File: src/rtl/cal_pkg.sv
package cal_pkg;

	typedef enum logic [3:0] {
		ACT_CLEAR  = 4'd0,
		ACT_INSERT = 4'd1,
		ACT_APPEND = 4'd2,
		ACT_REMOVE = 4'd3,
		ACT_SORTED = 4'd4,
		ACT_START  = 4'd5,
		ACT_END    = 4'd6,
		ACT_NEXT   = 4'd7,
		ACT_PREV   = 4'd8,
		ACT_SEEK   = 4'd9,
		ACT_READ   = 4'd10,
		ACT_WRITE  = 4'd11
	} action_t;

	typedef enum logic [1:0] {
		ST_OK     = 2'd0,
		ST_FULL   = 2'd1,
		ST_NOELEM = 2'd2,
		ST_RANGE  = 2'd3
	} status_t;

	typedef enum logic [1:0] {
		CELL_HOLD   = 2'd0,
		CELL_INSERT = 2'd1,
		CELL_REMOVE = 2'd2,
		CELL_WRITE  = 2'd3
	} cell_op_t;

	localparam int ACTION_W   = 4;
	localparam int VALUE_W    = 32;
	localparam int POSITION_W = 4;
	localparam int LENGTH_W   = 5;
	localparam int CURSOR_W   = 5;
	localparam int STATUS_W   = 2;
	localparam int IN_TDATA_W  = 40;
	localparam int OUT_TDATA_W = 48;

endpackage

File: src/rtl/cal_cell.sv
module cal_cell #(
	parameter int IDX        = 0,
	parameter int CAPACITY   = 16,
	parameter int DATA_WIDTH = 32
) (
	input  logic                              clk,
	input  cal_pkg::cell_op_t                 op,
	input  logic [$clog2(CAPACITY+1)-1:0]     pos,
	input  logic [$clog2(CAPACITY+1)-1:0]     len,
	input  logic [DATA_WIDTH-1:0]             wr_value,
	input  logic [DATA_WIDTH-1:0]             cmp_value,
	input  logic [DATA_WIDTH-1:0]             left_data,
	input  logic [DATA_WIDTH-1:0]             right_data,
	input  logic [$clog2(CAPACITY+1)-1:0]     rd_index,
	output logic [DATA_WIDTH-1:0]             data,
	output logic                              gt,
	output logic [DATA_WIDTH-1:0]             rd_tap
);

	localparam int CW = $clog2(CAPACITY + 1);
	localparam logic [CW-1:0] IDX_C  = CW'(IDX);
	localparam logic [CW-1:0] NEXT_C = CW'(IDX + 1);

	logic [DATA_WIDTH-1:0] data_q;

	always_ff @(posedge clk) begin
		case (op)
			cal_pkg::CELL_INSERT: begin
				if (IDX_C == pos) begin
					data_q <= wr_value;
				end else if (IDX_C > pos && IDX_C <= len) begin
					data_q <= left_data;
				end
			end
			cal_pkg::CELL_REMOVE: begin
				if (IDX_C >= pos && NEXT_C < len) begin
					data_q <= right_data;
				end
			end
			cal_pkg::CELL_WRITE: begin
				if (IDX_C == pos) begin
					data_q <= wr_value;
				end
			end
			default: begin
			end
		endcase
	end

	assign data   = data_q;
	assign gt     = (IDX_C < len) && (data_q > cmp_value);
	assign rd_tap = (IDX_C == rd_index) ? data_q : '0;

endmodule

File: src/rtl/cal_chain.sv
module cal_chain #(
	parameter int CAPACITY   = 16,
	parameter int DATA_WIDTH = 32
) (
	input  logic                              clk,
	input  cal_pkg::cell_op_t                 op,
	input  logic [$clog2(CAPACITY+1)-1:0]     pos,
	input  logic [$clog2(CAPACITY+1)-1:0]     len,
	input  logic [DATA_WIDTH-1:0]             wr_value,
	input  logic [DATA_WIDTH-1:0]             cmp_value,
	input  logic [$clog2(CAPACITY+1)-1:0]     rd_index,
	output logic [CAPACITY-1:0]               gt,
	output logic [DATA_WIDTH-1:0]             rd_data
);

	logic [DATA_WIDTH-1:0] cell_data [CAPACITY];
	logic [DATA_WIDTH-1:0] cell_tap  [CAPACITY];

	for (genvar i = 0; i < CAPACITY; i++) begin : g_cell
		logic [DATA_WIDTH-1:0] left_w;
		logic [DATA_WIDTH-1:0] right_w;

		if (i == 0) begin : g_first
			assign left_w = '0;
		end else begin : g_left
			assign left_w = cell_data[i-1];
		end

		if (i == CAPACITY - 1) begin : g_last
			assign right_w = '0;
		end else begin : g_right
			assign right_w = cell_data[i+1];
		end

		cal_cell #(
			.IDX        (i),
			.CAPACITY   (CAPACITY),
			.DATA_WIDTH (DATA_WIDTH)
		) u_cell (
			.clk        (clk),
			.op         (op),
			.pos        (pos),
			.len        (len),
			.wr_value   (wr_value),
			.cmp_value  (cmp_value),
			.left_data  (left_w),
			.right_data (right_w),
			.rd_index   (rd_index),
			.data       (cell_data[i]),
			.gt         (gt[i]),
			.rd_tap     (cell_tap[i])
		);
	end

	always_comb begin
		rd_data = '0;
		for (int i = 0; i < CAPACITY; i++) begin
			rd_data = rd_data | cell_tap[i];
		end
	end

endmodule

File: src/rtl/cursor_array_list_core.sv
// Array list of up to CAPACITY entries with a cursor, built as a row of cells.
// The input stream carries one action per transaction: action in tdata[3:0],
// value in tdata[35:4] and position in tdata[39:36]. Every accepted
// transaction produces exactly one output transaction with result_value,
// list_length, cursor_index and status.
// An accepted transaction is held in the first stage, and the block takes no
// new transaction until that one has executed. On acceptance every cell
// compares its entry with the incoming value and the entry under the cursor
// is read out, and both are registered; when the action executes, the cells
// shift, load or hold as one row and the result goes to the output register.
// The output register lets the next transaction be accepted while a result
// still waits. When the receiver stalls, the pending action holds in the
// first stage and s_axis_tready stays low until the output register frees.
// Reset clears the length, the cursor and all valid flags; the entries keep
// unknown contents and only entries below the length are ever read.
module cursor_array_list_core #(
	parameter int CAPACITY   = 16,
	parameter int DATA_WIDTH = 32
) (
	input  logic        clk,
	input  logic        arst_n,
	input  logic        s_axis_tvalid,
	output logic        s_axis_tready,
	// action[3:0], value[35:4], position[39:36]
	input  logic [39:0] s_axis_tdata,
	output logic        m_axis_tvalid,
	input  logic        m_axis_tready,
	// result_value[31:0], list_length[36:32], cursor_index[41:37],
	// status[43:42], zero padding[47:44]
	output logic [47:0] m_axis_tdata
);

	localparam int CW = $clog2(CAPACITY + 1);
	localparam int VW = (DATA_WIDTH > cal_pkg::VALUE_W) ? DATA_WIDTH : cal_pkg::VALUE_W;
	localparam int XW = (CW > cal_pkg::POSITION_W) ? CW : cal_pkg::POSITION_W;
	localparam logic [CW-1:0] CAP_C = CW'(CAPACITY);
	localparam logic [CW-1:0] ONE_C = CW'(1);

	logic [CW-1:0] length_q;
	logic [CW-1:0] cursor_q;

	logic                                v_s1;
	logic [cal_pkg::ACTION_W-1:0]        act_s1;
	logic [DATA_WIDTH-1:0]               val_s1;
	logic [cal_pkg::POSITION_W-1:0]      pos_s1;
	logic [CAPACITY-1:0]                 gt_s1;
	logic [DATA_WIDTH-1:0]               rd_s1;

	logic                                out_valid_q;
	logic [cal_pkg::VALUE_W-1:0]         out_value_q;
	logic [cal_pkg::LENGTH_W-1:0]        out_length_q;
	logic [cal_pkg::CURSOR_W-1:0]        out_cursor_q;
	cal_pkg::status_t                    out_status_q;

	logic [cal_pkg::ACTION_W-1:0]   in_action;
	logic [cal_pkg::VALUE_W-1:0]    in_value;
	logic [cal_pkg::POSITION_W-1:0] in_position;
	logic [VW-1:0]                  in_value_ext;
	logic [DATA_WIDTH-1:0]          in_entry;

	logic                  in_accept;
	logic                  exec;
	logic [CAPACITY-1:0]   gt_w;
	logic [DATA_WIDTH-1:0] rd_w;
	logic [CAPACITY-1:0]   first_gt;
	logic [CW-1:0]         gt_idx;
	logic [CW-1:0]         sorted_pos;
	logic                  is_full;
	logic                  no_elem;
	logic                  seek_ok;

	cal_pkg::cell_op_t op_c;
	cal_pkg::cell_op_t cell_op;
	logic [CW-1:0]     op_pos;
	logic [CW-1:0]     cell_pos;
	logic [CW-1:0]     length_n;
	logic [CW-1:0]     cursor_n;
	logic [DATA_WIDTH-1:0] result_n;
	cal_pkg::status_t  status_n;
	logic [VW-1:0]     result_ext;

	assign in_action    = s_axis_tdata[3:0];
	assign in_value     = s_axis_tdata[35:4];
	assign in_position  = s_axis_tdata[39:36];
	assign in_value_ext = VW'(in_value);
	assign in_entry     = in_value_ext[DATA_WIDTH-1:0];

	assign s_axis_tready = !v_s1;
	assign in_accept     = s_axis_tvalid && s_axis_tready;
	assign exec          = v_s1 && (!out_valid_q || m_axis_tready);

	cal_chain #(
		.CAPACITY   (CAPACITY),
		.DATA_WIDTH (DATA_WIDTH)
	) u_chain (
		.clk       (clk),
		.op        (cell_op),
		.pos       (cell_pos),
		.len       (length_q),
		.wr_value  (val_s1),
		.cmp_value (in_entry),
		.rd_index  (cursor_q),
		.gt        (gt_w),
		.rd_data   (rd_w)
	);

	always_ff @(posedge clk or negedge arst_n) begin
		if (!arst_n) begin
			v_s1 <= 1'b0;
		end else if (in_accept) begin
			v_s1 <= 1'b1;
		end else if (exec) begin
			v_s1 <= 1'b0;
		end
	end

	always_ff @(posedge clk) begin
		if (in_accept) begin
			act_s1 <= in_action;
			val_s1 <= in_entry;
			pos_s1 <= in_position;
			gt_s1  <= gt_w;
			rd_s1  <= rd_w;
		end
	end

	assign first_gt = gt_s1 & (~gt_s1 + CAPACITY'(1));

	always_comb begin
		gt_idx = '0;
		for (int i = 0; i < CAPACITY; i++) begin
			if (first_gt[i]) begin
				gt_idx = gt_idx | CW'(i);
			end
		end
	end

	assign sorted_pos = (gt_s1 == '0) ? length_q : gt_idx;
	assign is_full    = (length_q == CAP_C);
	assign no_elem    = (cursor_q >= length_q);
	assign seek_ok    = (XW'(pos_s1) < XW'(length_q));

	always_comb begin
		op_c     = cal_pkg::CELL_HOLD;
		op_pos   = cursor_q;
		length_n = length_q;
		cursor_n = cursor_q;
		result_n = '0;
		status_n = cal_pkg::ST_OK;
		case (act_s1)
			cal_pkg::ACT_CLEAR: begin
				length_n = '0;
				cursor_n = '0;
			end
			cal_pkg::ACT_INSERT: begin
				if (is_full) begin
					status_n = cal_pkg::ST_FULL;
				end else begin
					op_c     = cal_pkg::CELL_INSERT;
					length_n = length_q + ONE_C;
				end
			end
			cal_pkg::ACT_APPEND: begin
				if (is_full) begin
					status_n = cal_pkg::ST_FULL;
				end else begin
					op_c     = cal_pkg::CELL_INSERT;
					op_pos   = length_q;
					length_n = length_q + ONE_C;
				end
			end
			cal_pkg::ACT_REMOVE: begin
				if (no_elem) begin
					status_n = cal_pkg::ST_NOELEM;
				end else begin
					op_c     = cal_pkg::CELL_REMOVE;
					result_n = rd_s1;
					length_n = length_q - ONE_C;
				end
			end
			cal_pkg::ACT_SORTED: begin
				if (is_full) begin
					status_n = cal_pkg::ST_FULL;
				end else begin
					op_c     = cal_pkg::CELL_INSERT;
					op_pos   = sorted_pos;
					cursor_n = sorted_pos;
					length_n = length_q + ONE_C;
				end
			end
			cal_pkg::ACT_START: begin
				cursor_n = '0;
			end
			cal_pkg::ACT_END: begin
				cursor_n = length_q;
			end
			cal_pkg::ACT_NEXT: begin
				if (cursor_q < length_q) begin
					cursor_n = cursor_q + ONE_C;
				end
			end
			cal_pkg::ACT_PREV: begin
				if (cursor_q != '0) begin
					cursor_n = cursor_q - ONE_C;
				end
			end
			cal_pkg::ACT_SEEK: begin
				if (seek_ok) begin
					cursor_n = CW'(pos_s1);
				end else begin
					status_n = cal_pkg::ST_RANGE;
				end
			end
			cal_pkg::ACT_READ: begin
				if (no_elem) begin
					status_n = cal_pkg::ST_NOELEM;
				end else begin
					result_n = rd_s1;
				end
			end
			cal_pkg::ACT_WRITE: begin
				if (no_elem) begin
					status_n = cal_pkg::ST_NOELEM;
				end else begin
					op_c = cal_pkg::CELL_WRITE;
				end
			end
			default: begin
			end
		endcase
	end

	assign cell_op    = exec ? op_c : cal_pkg::CELL_HOLD;
	assign cell_pos   = op_pos;
	assign result_ext = VW'(result_n);

	always_ff @(posedge clk or negedge arst_n) begin
		if (!arst_n) begin
			length_q    <= '0;
			cursor_q    <= '0;
			out_valid_q <= 1'b0;
		end else begin
			if (exec) begin
				length_q    <= length_n;
				cursor_q    <= cursor_n;
				out_valid_q <= 1'b1;
			end else if (m_axis_tready) begin
				out_valid_q <= 1'b0;
			end
		end
	end

	always_ff @(posedge clk) begin
		if (exec) begin
			out_value_q  <= result_ext[cal_pkg::VALUE_W-1:0];
			out_length_q <= cal_pkg::LENGTH_W'(length_n);
			out_cursor_q <= cal_pkg::CURSOR_W'(cursor_n);
			out_status_q <= status_n;
		end
	end

	assign m_axis_tvalid = out_valid_q;
	assign m_axis_tdata  = {4'b0000, out_status_q, out_cursor_q, out_length_q, out_value_q};

	a_cursor_in_range: assert property (@(posedge clk) disable iff (!arst_n)
		cursor_q <= length_q)
		else $error("cursor beyond list length");

	a_length_in_range: assert property (@(posedge clk) disable iff (!arst_n)
		length_q <= CAP_C)
		else $error("list length beyond capacity");

	a_result_follows_stage: assert property (@(posedge clk) disable iff (!arst_n)
		$rose(m_axis_tvalid) |-> $past(v_s1))
		else $error("result appeared without a pending transaction");

	a_state_held_on_stall: assert property (@(posedge clk) disable iff (!arst_n)
		(m_axis_tvalid && !m_axis_tready) |=> ($stable(length_q) && $stable(cursor_q)))
		else $error("list state changed while the output was stalled");

endmodule
File: config.mk
export PLATFORM = sky130hd
export DESIGN_NAME = cursor_array_list_core
export DESIGN_NICKNAME = d
export VERILOG_FILES = /design/src/rtl/cal_pkg.sv /design/src/rtl/cal_cell.sv /design/src/rtl/cal_chain.sv /design/src/rtl/cursor_array_list_core.sv
export SDC_FILE = /design/constraint.sdc
export NUM_CORES = 2
export LEC_CHECK = 0
export ABC_CLOCK_PERIOD_IN_PS = 11200
export BUFFER_PORTS_ARGS = -buffer_cell sky130_fd_sc_hd__buf_2
export CAP_MARGIN = 5
export CORE_UTILIZATION = 45
export DETAILED_ROUTE_END_ITERATION = 10
export GPL_ROUTABILITY_DRIVEN = 0
export PLACE_DENSITY_LB_ADDON = 0.15
export SLEW_MARGIN = 10
export SYNTH_ARGS = -nofsm -noshare
export SYNTH_HDL_FRONTEND = slang
export SYNTH_HIERARCHICAL = 1
export SYNTH_SLANG_ARGS = --single-unit
File: constraint.sdc
create_clock -name clk -period 11.2 [get_ports clk]
set_input_delay 0 -clock clk [delete_from_list [all_inputs] [get_ports clk]]
set_output_delay 0 -clock clk [all_outputs]
set_load 0.1 [all_outputs]
# Yosys cells after proc, flatten, opt, wreduce, memory -nomap -nowiden
# Cells that the tools add are included.
dict set report totals {
  regBits 656
  latch_bits 0
  mem_bits_rw 0
  romBits 0
  inputBits 44
  output_inout_bits 50
  wordCells 446
  memories 0
}
dict set report classes {
  addsub 5
  mul 0
  div_mod_pow 0
  n_lt_le_gt_ge 84
  n_eq_ne 93
  n_shift 0
  n_mux 135
  bitwise 18
  reduce_logical 82
}
# cell count
set op_table {}
lappend op_table {{32-bit two-way mux} 80}
lappend op_table {{32-bit one-hot mux with 3 select lines} 16}
lappend op_table {{32-bit > comparator} 16}
lappend op_table {{32-bit OR} 15}
lappend op_table {{4-bit by 5-bit equality test with 1-bit output (first input constant)} 16}
lappend op_table {{2-bit != test (second input constant)} 32}
lappend op_table {{4-bit AND reduction} 16}
lappend op_table {{1-bit logical AND} 50}
lappend op_table {{3-bit != test (second input constant)} 16}
lappend op_table {{3-bit by 5-bit equality test with 1-bit output (first input constant)} 8}
lappend op_table {{4-bit by 5-bit greater-or-equal comparator with 1-bit output (first input constant)} 8}
lappend op_table {{4-bit by 5-bit > comparator with 1-bit output (first input constant)} 8}
lappend op_table {{4-bit by 5-bit <= comparator with 1-bit output (first input constant)} 8}
lappend op_table {{4-bit by 5-bit less-than comparator with 1-bit output (first input constant)} 8}
lappend op_table {{5-bit two-way mux} 8}
lappend op_table {{4-bit two-way mux} 8}
lappend op_table {{5-bit one-hot mux with 6 select lines} 1}
lappend op_table {{2-bit by 5-bit equality test with 1-bit output (first input constant)} 4}
lappend op_table {{3-bit by 5-bit greater-or-equal comparator with 1-bit output (first input constant)} 4}
lappend op_table {{3-bit by 5-bit > comparator with 1-bit output (first input constant)} 4}
lappend op_table {{3-bit by 5-bit <= comparator with 1-bit output (first input constant)} 4}
lappend op_table {{3-bit by 5-bit less-than comparator with 1-bit output (first input constant)} 4}
lappend op_table {{16-bit by 1-bit adder with 16-bit output (second input constant)} 1}
lappend op_table {{16-bit bitwise AND} 1}
lappend op_table {{40 further kinds} 81}

# Longest topological paths before layout
dict set report logic_depth {
  depth_word 26
  ltp_mapped 16
  mapped_depth_nobuf 12
}

# Modules after synthesis
# Netlist, hierarchy kept.
# mod instances cells_per_inst area_each_um2
set modules_own_cells {}
lappend modules_own_cells {cursor_array_list_core 1 450 6236.0}
lappend modules_own_cells {{cal_cell (u_chain.g_cell[11].u_cell)} 1 338 3445.8}
lappend modules_own_cells {{cal_cell (u_chain.g_cell[14].u_cell)} 1 336 3204.3}
lappend modules_own_cells {{cal_cell (u_chain.g_cell[4].u_cell)} 1 341 3174.3}
lappend modules_own_cells {{cal_cell (u_chain.g_cell[2].u_cell)} 1 338 3161.8}
lappend modules_own_cells {{cal_cell (u_chain.g_cell[10].u_cell)} 1 337 3131.8}
lappend modules_own_cells {{cal_cell (u_chain.g_cell[13].u_cell)} 1 339 3121.7}
lappend modules_own_cells {{cal_cell (u_chain.g_cell[8].u_cell)} 1 341 3119.2}
lappend modules_own_cells {{cal_cell (u_chain.g_cell[5].u_cell)} 1 342 3118.0}
lappend modules_own_cells {{cal_cell (u_chain.g_cell[1].u_cell)} 1 339 3116.7}
lappend modules_own_cells {{cal_cell (u_chain.g_cell[12].u_cell)} 1 338 3106.7}
lappend modules_own_cells {{cal_cell (u_chain.g_cell[7].u_cell)} 1 337 3100.5}
lappend modules_own_cells {{cal_cell (u_chain.g_cell[6].u_cell)} 1 340 3094.2}
lappend modules_own_cells {{cal_cell (u_chain.g_cell[3].u_cell)} 1 338 3090.5}
lappend modules_own_cells {{+4 rows} n/a n/a n/a}

# Least setup slack after synthesis
# No wires, ideal clock.
dict set report synth_path {
  path_type {register -> register}
  startpoint {register length_q[2]}
  endpoint {register u_chain.g_cell[9].u_cell.data_q[0] (enable)}
  setup_ps 594
  t_arrival_ps 11711
  required_time_ps 10606
  setup_slack_ps -1105
  stages_incl_launch_ff 11
  path_buffers 1
  synth_period_minus_slack_ps 12305
  cell_sequence {dfrtp_1 -> clkbuf_1 -> inv_1 -> ha_1 -> a21oi_1 -> o221ai_2 -> nor4_1 -> o31ai_1 -> nor2_1 -> nor2_1 -> a2111oi_0}
}
dict set report synth_between {
  elab_chain_len 7
}
# item line_no
set synth_rtl {}
lappend synth_rtl {{start, declared} cursor_array_list_core.sv:39} ;# logic [CW-1:0] length_q;
lappend synth_rtl {{start signal, assigned} cursor_array_list_core.sv:244} ;# length_q <= length_n;
lappend synth_rtl {{5-bit greater-or-equal comparator (*)} cursor_array_list_core.sv:140} ;# assign no_elem = (cursor_q >= length_q);
lappend synth_rtl {{2-bit two-way mux (on tied branches)} {cursor_array_list_core.sv:222, cursor_array_list_core.sv:173}}
lappend synth_rtl {{2-bit one-hot mux with 3 select lines (*)} cursor_array_list_core.sv:150} ;# case (act_s1)
lappend synth_rtl {{2-bit two-way mux (*)} cursor_array_list_core.sv:233} ;# assign cell_op = exec ? op_c : cal_pkg::CELL_HOLD;
lappend synth_rtl {{via cell_op[1]} cursor_array_list_core.sv:73} ;# cal_pkg::cell_op_t cell_op;
lappend synth_rtl {{2-bit by 1-bit equality test with 1-bit output / 2-bit equality test (equally long branches)} cal_cell.sv:27} ;# case (op)
lappend synth_rtl {{3-bit != test (no source line) (tied with other cells)} n/a}
lappend synth_rtl {{4-bit AND reduction (no source line) (*)} n/a}
lappend synth_rtl {{end signal, assigned} cal_cell.sv:30} ;# data_q <= wr_value;
lappend synth_rtl {{end signal, assigned} cal_cell.sv:32} ;# data_q <= left_data;
lappend synth_rtl {{end signal, assigned} cal_cell.sv:37} ;# data_q <= right_data;
lappend synth_rtl {{end, declared} cal_cell.sv:24} ;# logic [DATA_WIDTH-1:0] data_q;
# Mark *: on every way through the listed nets, which the timed path passes. The rest lies on a longest branch.
# A chain may end at the register's enable or synchronous reset.

# Worst setup path in the final report
dict set report layout_path {
  startpoint {register length_q[2]}
  endpoint {register u_chain.g_cell[11].u_cell.data_q[17], data pin}
}
dict set report layout_between {
  elab_chain_len 6
}
# item line_no
set layout_rtl {}
lappend layout_rtl {{5-bit greater-or-equal comparator / 5-bit equality test (equally long branches)} {cursor_array_list_core.sv:140, cursor_array_list_core.sv:139}}
lappend layout_rtl {{2-bit two-way mux / 1-bit two-way mux (equally long branches)} n/a}
lappend layout_rtl {{2-bit one-hot mux with 3 select lines (*)} cursor_array_list_core.sv:150}
lappend layout_rtl {{2-bit two-way mux (*)} cursor_array_list_core.sv:233}
lappend layout_rtl {{via cell_op[0]} cursor_array_list_core.sv:73}
lappend layout_rtl {{2-bit equality test / 2-bit by 1-bit equality test with 1-bit output (equally long branches)} cal_cell.sv:27}
lappend layout_rtl {{32-bit one-hot mux with 3 select lines (*)} cal_cell.sv:27}
lappend layout_rtl {{end signal, assigned} cal_cell.sv:30}
lappend layout_rtl {{end signal, assigned} cal_cell.sv:32}
lappend layout_rtl {{end signal, assigned} cal_cell.sv:37}
lappend layout_rtl {{end, declared} cal_cell.sv:24}
# Marks and branches as above.

==> results.cfg <==
[critical_path]
cp_slowest_cell = buf_4
rr_worst_depth = 12
rr_startpoint = length_q[2]$_DFFE_PN0P_
cp.depth = 12
crit_family = buffers and inverters
cp-endpoint = u_chain/g_cell[11].u_cell/data[17]$_DFFE_PP_
critPathBufInv = 5
end_kind = flop
critPathRequiredTime_ns = 11.61
r2r_slack_ns = 5.17
path_max_fanout = 137
path_class = reg -> reg
crit_chain = buf_4 > inv_1 > ha_1 > a21oi_1 > o221ai_2 > o31ai_1 > and3_4 > buf_12 > buf_4 > buf_4 > mux2i_1 > a21oi_2
path_common_cell = buf_4
r2r-end = u_chain/g_cell[11].u_cell/data[17]$_DFFE_PP_
cp-startpoint = length_q[2]$_DFFE_PN0P_
critPathLaunchType = flop
arrival_ns = 6.43
cpPeakStageDelay_ns = 0.94

[power_and_ir_drop]
p_seq_frac = 0.340
clockPowerShare = 0.308
leakagePower_nw = 24.0
swShare = 0.402
p_sw_mw = 3.66
peakVddDrop_v = 0.000142
p_int_mw = 5.44
combPwrFrac = 0.351
power_density_nw_per_um2 = 145

[place]
dp_hpwl_mm = 145
dp.cells = 7606
port_buffers = 89
place_ws_ns = 5.34

[route]
ant_nets = 0
drc = 0
vias = 49300
wl_mm = 214
routed.top_layer = met5
met1Wirelength_mm = 94.6
dr_wl_met2_mm = 86.4
drt-initial-drc-count = 6043
firstDrtPassIters = 5
viasPerCell = 6.31
wl_met3_mm = 21.7
wl_per_cell_um = 27.4

[floorplanning]
die_h_um = 359
coreArea_sq_um = 126000
ios = 94
fp.dieW_um = 359
rows = 130
start_util = 0.456
die_area_sq_um = 129000

[sta]
maxSlewHeadroom = 0.128
rsz0062_at_grt = no
fmax_mhz = 166
hold_viol = 0
finalMaxSlewViolations = 0
finClkSkew_ns = 0.0463
worstMarginPinSlew_ns = 1.30
setup_slack_ns = 5.17
post-route-period-util = 0.538
finalSetupViolCount = 0
setup_total_negative_slack_ns = 0
finalCriticalPeriod_ns = 6.03

[synthesis]
yosysTopAreaCell = edfxtp_1
syn_area_per_cell_sq_um = 9.54
ys_types = 114
ys_seq_area_frac = 0.342
ys_top_cells_by_area = edfxtp_1 (34%), ha_1 (11%), mux2i_1 (8.9%), and2_1 (6.3%), a21oi_1 (6.3%)
ys.flop_type = edfxtp_1
synth-edff-count = 644
yosysWarnings = 6
synth-async-reset-ratio = 0.0183
yosys.area.top_type_share = 0.337
synth_area_sq_um = 57500
ys_seq_elements = 656
syn_inst = 6025

[clock_network]
cts.htree.levels = 3
cts.sinks = 656
clk-insertion-delay-late_ns = 0.74
ctsResizeCount = 0
cts-root-buf = clkbuf_16
cts_tree = yes
clk_pin_slew_worst_paths_ns = 0.06
cts_made_buffers = 85
cts.path.max_buffers = 3
cts_setup_buffers = 0

[global_routing]
grt_pass1_vias = 45000
grt_overflow_total = 0
grt_antenna_before_repair = 18
grt_use_total = 0.321
grt_pass1_wl_mm = 311
grt_max_degree = 230

[cells_and_area]
num-nets-final = 6663
final_layout_size_suffix_gt1_frac = 0.0920
areaGrowthSynthToFinish_pct = 9.13
stdcell_count = 7815

[hold_path]
hp-class = in -> reg
holdPathStages = 4

[run]
drv_cap = 0

[outcome]
status = finished, final reports clean
[synth_stat cells (all sizes together), types with 142 or more instances]
| cell type | n |
|---|---|
| edfxtp | 644 |
| buf | 185 |
| a21oi | 750 |
| a211oi | 500 |
| clkbuf | 167 |
| inv | 534 |
| nand2 | 142 |
| mux2i | 511 |
| nor2 | 148 |
| ha | 524 |
| nor4 | 177 |
| nor2b | 336 |
| and2 | 630 |
[how the worst min path moves through the flow]
stage / startpoint / end / slack, ns
finish: s_axis_tvalid / v_s1$_DFFE_PN0P_ / 0.08
global route: s_axis_tvalid / v_s1$_DFFE_PN0P_ / 0.1
CTS: s_axis_tvalid / v_s1$_DFFE_PN0P_ / 0.04
detailed placement: arst_n / m_axis_tvalid$_DFFE_PN0P_ / -0.08
global placement: arst_n / m_axis_tvalid$_DFFE_PN0P_ / -0.08
floorplan: arst_n / cursor_q[0]$_DFFE_PN0P_ / -0.30
[tightest hold or removal path: cells and delay by family]
kind | cells | cell delay (ns)
and+or+nand+nor | 2 | 0.11
buffers and inverters | 2 | 0.63
[cell usage in the layout, fill, tap and decap left out, drive strengths merged, types with 142 or more instances in the layout]
cell	count
inv	538
a21oi	750
buf	217
nor2b	336
a211oi	500
mux2i	511
ha	524
edfxtp	644
nor2	148
nand2	142
nor4	177
and2	630
[layout make-up]
class,count,area [sq um]
fillers,11800,63400
repair buffers,269,2030
flip-flops and latches,656,19600
well taps,1650,2060
multi-input cells,4548,34200
clock buffers,105,2220
inverters,535,2010
diodes,5,12.5
clock inverters,47,498
[stage by stage]
stage / util / hold WS [ns] / instance area [sq um] / total power [mW]
3_3_place_gp: 0.471 / -0.0762 / 59400 / 6.19
2_1_floorplan: - / -0.296 / 57700 / 5.29
5_1_grt: 0.497 / 0.0955 / 62700 / 9.38
6_report: 0.497 / 0.0821 / 62700 / 9.09
3_5_place_dp: 0.471 / -0.0785 / 59400 / 6.23
4_1_cts: 0.497 / 0.0385 / 62700 / 9.05
[routing by layer]
metal	vias to the layer above	GRT usage
met4	12	0.154
met5	-	0
li1	22400	-
met3	381	0.0632
met1	24200	0.470
met2	2330	0.448
[power by group through the flow]
stage	clock network (mW)	logic [mW]	registers, mW
after global routing	2.92	3.36	3.11
after global placement	0	3.05	3.14
after floorplan	0	1.62	3.67
after detailed placement	0	3.09	3.14
after CTS	2.84	3.11	3.09
final	2.80	3.20	3.09
[kinds of logic (layout without fill, tap and decap cells)]
| logic type | Yosys count | in the layout | synth area share |
|---|---|---|---|
| adder cells (fa/ha/maj) | 525 | 525 | 0.114 |
| flip-flops | 656 | 656 | 0.342 |
| AO/OA/AOI/OAI | 1548 | 1548 | 0.179 |
| buffers and inverters | 887 | 956 | 0.0720 |
| other | 2 | 73 | 0.000131 |
| AND/OR/NAND/NOR | 1851 | 1851 | 0.195 |
| multiplexers | 545 | 545 | 0.0958 |
| XOR/XNOR | 11 | 11 | 0.00168 |
[timing repair]
action,CTS,global route
hold endpoints to repair,54,0
hold buffers,52,0
setup endpoints to repair,0,0
[flip-flops by register name (all words and copies together), names as in the netlist]
| name | cells |
|---|---|
| out_value_q | 32 |
| gt_s1 | 16 |
| m_axis_tvalid | 1 |
| cursor_q | 5 |
| out_length_q | 5 |
| u_chain/g_cell.u_cell/data | 512 |
| v_s1 | 1 |
| out_status_q | 2 |
| val_s1 | 32 |
| length_q | 5 |
| act_s1 | 4 |
| rd_s1 | 32 |
| pos_s1 | 4 |
| out_cursor_q | 5 |
(Power assumes the default switching activity.)
